File: src/hdl/edfe_pkg.sv
// ----------------------------------------------------------------------------
// edfe_pkg
// shared types, codes and helpers of the epoch deferred-free engine
// ----------------------------------------------------------------------------
`default_nettype none

package edfe_pkg;

   localparam int MAX_WORKERS_DEF = 8;
   localparam int ENTRY_DEPTH_DEF = 64;
   localparam int EPOCH_DEPTH_DEF = 16;

   localparam int PTR_W   = 64;
   localparam int HEAP_W  = 8;
   localparam int EPOCH_W = 64;
   localparam int CFG_W   = 4;
   localparam int PEND_W  = 7;
   localparam int CSR_W   = 32;
   localparam int PADDR_W = 3;

   // register index of num_workers
   localparam logic CSR_NUM_WORKERS = 1'b0;

   // request kinds
   localparam logic REQ_ENQ  = 1'b0;
   localparam logic REQ_PROC = 1'b1;

   typedef enum logic [1:0] {
      ACT_NONE = 2'd0,
      ACT_IMM  = 2'd1,
      ACT_REL  = 2'd2
   } action_type;

   typedef enum logic [1:0] {
      LOAD_STATUS,
      LOAD_IMM,
      LOAD_REL
   } load_kind_type;

   typedef enum logic [3:0] {
      S_IDLE,
      S_DECODE,
      S_ENQ,
      S_CLOSE,
      S_MOD,
      S_SAMPLE,
      S_MIN,
      S_CHECK,
      S_REL,
      S_COMMIT,
      S_RD,
      S_EMIT,
      S_OUT_STAT,
      S_OUT_IMM
   } state_type;

   typedef struct packed {
      logic          accept;
      logic          park;
      logic          close;
      logic          mod_start;
      logic          mod_step;
      logic          sample;
      logic          min_step;
      logic          settle;
      logic          rel_step;
      logic          commit;
      logic          rd;
      logic          emit_adv;
      logic          load;
      load_kind_type load_kind;
   } cmd_type;

   typedef struct packed {
      logic req_is_proc;
      logic park_ok;
      logic batch_empty_next;
      logic mod_done;
      logic sample_eq_safe;
      logic min_done;
      logic min_eq_safe;
      logic rel_more;
      logic total_zero;
      logic emit_last;
      logic out_free;
   } status_type;

   // wrap-safe ordering: a is after b
   function automatic logic is_after(input logic [EPOCH_W-1:0] a,
                                     input logic [EPOCH_W-1:0] b);
      logic [EPOCH_W-1:0] d;
      d = a - b;
      return (d != '0) && !d[EPOCH_W-1];
   endfunction

endpackage

`default_nettype wire

File: src/hdl/edfe_ctrl.sv
// ----------------------------------------------------------------------------
// edfe_ctrl
// sequencer of the deferred-free engine, drives the datapath by commands
// ----------------------------------------------------------------------------
`default_nettype none

module edfe_ctrl (
   input  wire logic                clock,
   input  wire logic                reset,
   input  wire logic                req_valid,
   output logic                     req_ready,
   input  wire edfe_pkg::status_type st,
   output edfe_pkg::cmd_type        cmd
);

   edfe_pkg::state_type state_ff, state_in;

   always_ff @(posedge clock) begin
      if (reset) begin
         state_ff <= edfe_pkg::S_IDLE;
      end else begin
         state_ff <= state_in;
      end
   end

   always_comb begin
      state_in = state_ff;
      case (state_ff)
         edfe_pkg::S_IDLE: begin
            if (req_valid) state_in = edfe_pkg::S_DECODE;
         end
         edfe_pkg::S_DECODE: begin
            state_in = st.req_is_proc ? edfe_pkg::S_CLOSE : edfe_pkg::S_ENQ;
         end
         edfe_pkg::S_ENQ: begin
            state_in = st.park_ok ? edfe_pkg::S_OUT_STAT : edfe_pkg::S_OUT_IMM;
         end
         edfe_pkg::S_CLOSE: begin
            state_in = st.batch_empty_next ? edfe_pkg::S_OUT_STAT : edfe_pkg::S_MOD;
         end
         edfe_pkg::S_MOD: begin
            if (st.mod_done) state_in = edfe_pkg::S_SAMPLE;
         end
         edfe_pkg::S_SAMPLE: begin
            state_in = st.sample_eq_safe ? edfe_pkg::S_OUT_STAT : edfe_pkg::S_MIN;
         end
         edfe_pkg::S_MIN: begin
            if (st.min_done) state_in = edfe_pkg::S_CHECK;
         end
         edfe_pkg::S_CHECK: begin
            state_in = st.min_eq_safe ? edfe_pkg::S_OUT_STAT : edfe_pkg::S_REL;
         end
         edfe_pkg::S_REL: begin
            if (!st.rel_more) state_in = edfe_pkg::S_COMMIT;
         end
         edfe_pkg::S_COMMIT: begin
            state_in = st.total_zero ? edfe_pkg::S_OUT_STAT : edfe_pkg::S_RD;
         end
         edfe_pkg::S_RD: begin
            state_in = edfe_pkg::S_EMIT;
         end
         edfe_pkg::S_EMIT: begin
            if (st.out_free) state_in = st.emit_last ? edfe_pkg::S_IDLE : edfe_pkg::S_RD;
         end
         edfe_pkg::S_OUT_STAT, edfe_pkg::S_OUT_IMM: begin
            if (st.out_free) state_in = edfe_pkg::S_IDLE;
         end
         default: begin
            state_in = edfe_pkg::S_IDLE;
         end
      endcase
   end

   always_comb begin
      cmd       = '0;
      req_ready = 1'b0;
      cmd.load_kind = edfe_pkg::LOAD_STATUS;
      case (state_ff)
         edfe_pkg::S_IDLE: begin
            req_ready  = 1'b1;
            cmd.accept = req_valid;
         end
         edfe_pkg::S_ENQ: begin
            cmd.park = st.park_ok;
         end
         edfe_pkg::S_CLOSE: begin
            cmd.close     = 1'b1;
            cmd.mod_start = 1'b1;
         end
         edfe_pkg::S_MOD: begin
            cmd.mod_step = 1'b1;
         end
         edfe_pkg::S_SAMPLE: begin
            cmd.sample = 1'b1;
         end
         edfe_pkg::S_MIN: begin
            cmd.min_step = 1'b1;
         end
         edfe_pkg::S_CHECK: begin
            cmd.settle = !st.min_eq_safe;
         end
         edfe_pkg::S_REL: begin
            cmd.rel_step = st.rel_more;
         end
         edfe_pkg::S_COMMIT: begin
            cmd.commit = 1'b1;
         end
         edfe_pkg::S_RD: begin
            cmd.rd = 1'b1;
         end
         edfe_pkg::S_EMIT: begin
            cmd.load      = st.out_free;
            cmd.emit_adv  = st.out_free;
            cmd.load_kind = edfe_pkg::LOAD_REL;
         end
         edfe_pkg::S_OUT_STAT: begin
            cmd.load = st.out_free;
         end
         edfe_pkg::S_OUT_IMM: begin
            cmd.load      = st.out_free;
            cmd.load_kind = edfe_pkg::LOAD_IMM;
         end
         default: begin
            cmd = '0;
         end
      endcase
   end

endmodule

`default_nettype wire

File: config.mk
export PLATFORM = sky130hd
export DESIGN_NAME = edfe_ctrl
export DESIGN_NICKNAME = d
export VERILOG_FILES = /design/src/hdl/edfe_pkg.sv /design/src/hdl/edfe_ctrl.sv
export SDC_FILE = /design/constraint.sdc
export NUM_CORES = 1
export LEC_CHECK = 0
export CORE_AREA = 8 8 45 47
export DETAILED_ROUTE_END_ITERATION = 10
export DIE_AREA = 0 0 53 55
export DONT_BUFFER_PORTS = 1
export SLEW_MARGIN = 20
export SYNTH_ARGS = -nofsm -noshare
export SYNTH_HDL_FRONTEND = slang
export SYNTH_SLANG_ARGS = --single-unit
File: constraint.sdc
create_clock -name clock -period 4.6 [get_ports clock]
set_clock_uncertainty 0.2 [all_clocks]
set_input_delay 0.23 -clock clock [delete_from_list [all_inputs] [get_ports clock]]
set_output_delay 0.23 -clock clock [all_outputs]
set_load 0.05 [all_outputs]
### Word level (Yosys, flattened, before mapping)

Cells that the tools add are included.

* equality and inequality tests: 19
* multiplexer cells: 28
* reductions and logical operators: 5

Operator list (count)
* $pmux 4 s13: 1
* $mux 4: 9
* $eq 4x4->1 const B: 6
* $eq 4x3->1 const B: 4
* $mux 1: 14
* $ne 2x2->1 const B: 6
* $eq 4x2->1 const B: 2
* $mux 3: 2
* $reduce_and 6->1: 1
* $eq 4x1->1 const B: 1
* $logic_not 4->1: 1
* $pmux 2 s2: 1
* $reduce_or 3->1: 1
* $mux 2: 1
* $reduce_or 2->1: 1
* $logic_not 1->1: 1

* word-level logic and storage cells: 53
* output and inout bits: 16
* input port bits: 14
* flip-flop bits (word level): 4

### Logic depth before layout (Yosys ltp)

* word-level depth: 4
* gate-level depth with buffers: 6
* depth with buffers taken out: 4

### Worst setup path before layout

Ideal clock, no wire load.

* path kind: reg-to-output
* from: reg state_ff[1]
* to: out cmd[14] (netlist bit)
* stages on the path, launching flop included: 5
* path slack: 1.423 ns
* required time: 4.170 ns
* data arrival time: 2.747 ns
* path buffers: 2
* path through: dfxtp_1 -> buf_6 -> buf_2 -> nor4_1 -> and2_1

RTL lines
* start: declaration: RTL line edfe_ctrl.sv:16 `edfe_pkg::state_type state_ff, state_in;`
* start signal: assignment: RTL line edfe_ctrl.sv:20 `state_ff <= edfe_pkg::S_IDLE;`
* start signal: assignment: RTL line edfe_ctrl.sv:22 `state_ff <= state_in;`
* end: declaration: RTL line edfe_ctrl.sv:13 `output edfe_pkg::cmd_type cmd`

==> results.py <==
metrics = {
    "detailed_routing": {
        "wire_per_inst_um": 15.3,
        "wl_mm": 1.39,
        "drtIter0Drc": 5,
        "vias": 540,
        "via_per_inst": 5.93,
        "ant_nets": 0,
        "dr.pass1.iters": 4,
        "post-route-drc-count": 0,
    },
    "sta": {
        "hold_viol": 0,
        "hold_ws_ps": 43.6,
        "setup_violations": 0,
        "worst_slew_pin_slew_ps": 973,
        "finalCritPeriodShare_pct": 55.9,
        "max-slew-margin-rel_pct": 34.8,
        "period_needed_ps": 2570,
        "slew_violations": 0,
        "max_freq_mhz": 389,
        "tns_ps": 0,
        "rsz0062_at_grt": "no",
    },
    "setup_path": {
        "crit_path_max_fanout": 17,
        "ff2ff_setup_slack_ps": 2450,
        "critPathRequiredTime_ps": 4170,
        "crit_arrival_ps": 2140,
        "r2r_end": "state_ff[1]$_SDFFE_PP0P_",
        "worstRegToRegCells": 4,
        "r2r-start": "state_ff[2]$_SDFFE_PP0P_",
        "critPathKind": "flip-flop to output port",
        "startpoint_type": "flip-flop",
        "cp-end-kind": "output port",
    },
    "logic_synthesis": {
        "synth.cell_area_um2": 534,
        "ys_seq_area_share_pct": 15.0,
        "syn_inst": 73,
        "synth-seq-cells": 4,
        "yosys_warnings": 0,
        "syn_area_per_cell_um2": 7.32,
        "synth_cell_types": 36,
        "synthesis.nets": 87,
    },
    "clock_tree": {
        "clock_latency_ps": 230,
        "clk_pin_slew_ps": 40,
        "cts_hold_buf": 0,
        "cts.sinks": 4,
        "cts-root-buf": "clkbuf_4",
        "post_cts_buffers": 0,
        "cts_resized": 0,
        "cts_tree": "built",
        "ctsLongestPathBuffers": 2,
        "cts_max_level": 1,
        "numCtsBuffers": 3,
    },
    "layout": {
        "largest-register": "state_ff",
        "nets": 91,
        "nFillCells": 149,
        "antennaDiodeCount": 0,
        "layout-drive-gt1-share_pct": 24.0,
        "largest_reg_flops": 4,
        "syn2layout_area_growth_pct": 11.0,
        "final_cells": 91,
        "top_regs": "state_ff x4",
        "stdcell_area_um2": 593,
    },
    "floorplanning": {
        "start_util_pct": 38.6,
        "io_pins": 30,
        "fp.dieH_um": 55,
        "die_w_um": 53,
        "die_area_mm2": 0.00292,
        "rows": 14,
        "core_mm2": 0.00138,
    },
    "pwr": {
        "p_per_area_mw_per_mm2": 835,
        "internal_power_uw": 204,
        "cellLeakagePower_nw": 0.217,
        "clock_power_share_pct": 8.5,
        "pwr-share-comb_pct": 65.8,
        "power.share.sequential_pct": 25.6,
        "p_sw_share_pct": 58.8,
        "total_power_uw": 495,
        "power.switching_uw": 291,
        "ir_drop_uv": 374,
    },
    "global_routing": {
        "overflow": 0,
        "grt_usage_pct": 9.45,
        "grt_pass1_vias": 511,
        "grt_max_degree": 20,
        "antenna_found_initial": 0,
        "grt_pass1_wl_mm": 2.11,
    },
    "outcome": {
        "run_status": "finished, final reports clean",
    },
    "placement": {
        "placed_cell_area_um2": 571,
        "dp.cells": 88,
        "routabilityCongestion": 0.789,
        "io_buffers": 0,
        "dpl.hpwl_mm": 1.09,
    },
    "worst_hold_path": {
        "hp-class": "primary input to flip-flop",
        "min_from": "reset",
        "worstHoldEndpoint": "state_ff[3]$_SDFFE_PP0P_",
        "holdPathStages": 2,
    },
    "job": {
        "timing.max_cap.violations": 0,
    },
}
==> cell usage after synthesis, drive strengths merged <==
library cell | n | area share [%]
nand4b | 1 | 1.6
o21a | 1 | 1.4
a211oi | 4 | 6.6
nor3b | 1 | 1.4
nor4b | 1 | 1.6
a31oi | 1 | 1.2
o21ai | 1 | 0.94
nand3b | 2 | 2.8
o311a | 1 | 1.9
nor2b | 1 | 1.2
dfxtp | 4 | 15
or3b | 2 | 3.3
a2111oi | 1 | 1.9
nor3 | 5 | 4.7
nor4 | 1 | 1.2
a311o | 1 | 2.1
nand3 | 1 | 0.94
nor2 | 8 | 5.6
mux2i | 3 | 5.6
o21bai | 1 | 1.4
a21oi | 3 | 2.8
mux2 | 1 | 2.8
or3 | 1 | 1.2
o221a | 1 | 2.1
o31ai | 1 | 1.4
and2 | 1 | 1.2
nand2b | 5 | 5.9
buf | 8 | 11
a21o | 1 | 1.4
and3 | 1 | 1.2
inv | 5 | 3.5
nand2 | 4 | 2.8
==> worst max-delay path by stage <==
| stage | startpoint | end | cells after the start |
|---|---|---|---|
| floorplan | state_ff[1]$_SDFFE_PP0P_ | cmd[14] | 4 |
| global placement | state_ff[1]$_SDFFE_PP0P_ | cmd[11] | 3 |
| detailed placement | state_ff[1]$_SDFFE_PP0P_ | cmd[11] | 3 |
| CTS | state_ff[1]$_SDFFE_PP0P_ | cmd[11] | 3 |
| global route | state_ff[1]$_SDFFE_PP0P_ | cmd[11] | 3 |
| finish | state_ff[1]$_SDFFE_PP0P_ | cmd[11] | 3 |
==> power groups by stage <==
stage | registers [mW] | clock network [mW] | logic [mW]
6_report | 0.127 | 0.0422 | 0.326
5_1_grt | 0.135 | 0.0475 | 0.349
4_1_cts | 0.127 | 0.0443 | 0.329
3_5_place_dp | 0.128 | 0 | 0.328
3_3_place_gp | 0.126 | 0 | 0.326
2_1_floorplan | 0.0626 | 0 | 0.348
==> critical path, cell delays in order, from the launching register on <==
cell	delay, ps
dfxtp_1	640
nand2_1	230
nor3_2	790
buf_8	240
==> logic make-up (layout without fill, tap and decap cells) <==
kind of cell    after synthesis  after routing  synth area share [%]
buf+inv                      13             15                  15.0
flops                         4              4                  15.0
simple gates                 35             35                  36.5
mux                           4              4                  8.43
compound gates               17             17                  25.1
==> per-layer routing <==
metal	vias up	track usage, %	part of all wire [%]
li1	270	-	-
met1	245	10.6	44
met2	23	14.6	43
met3	2	4.28	13
met4	0	5.17	0.86
met5	-	0	0
==> metrics by stage <==
stage / util (%) / worst slack (ps)
6_report: 42.9 / 2030
5_1_grt: 42.9 / 1900
4_1_cts: 42.9 / 2010
3_5_place_dp: 41.2 / 2260
3_3_place_gp: 41.2 / 2300
2_1_floorplan: - / 1420
==> cell usage in the layout, fill, tap and decap left out, types with 2 or more instances in the layout <==
cell type and count:
nor2_1 8, buf_4 6, nand2b_1 5, inv_1 5, nand2_1 4, nor3_1 4
dfxtp_1 4, mux2i_1 3, a21oi_1 3, a211oi_1 3, clkbuf_4 3, nand3b_1 2
==> final cells by class <==
class	count	area [um2]	share of cell area [%]
Clock buffer	3	22.5	3.80
Tap cell	16	20.0	3.38
Multi-Input combinational cell	56	392	66.0
Inverter	5	18.8	3.16
Timing Repair Buffer	7	60.1	10.1
Sequential cell	4	80.1	13.5
No activity file was read; power rests on OpenSTA's default activity.
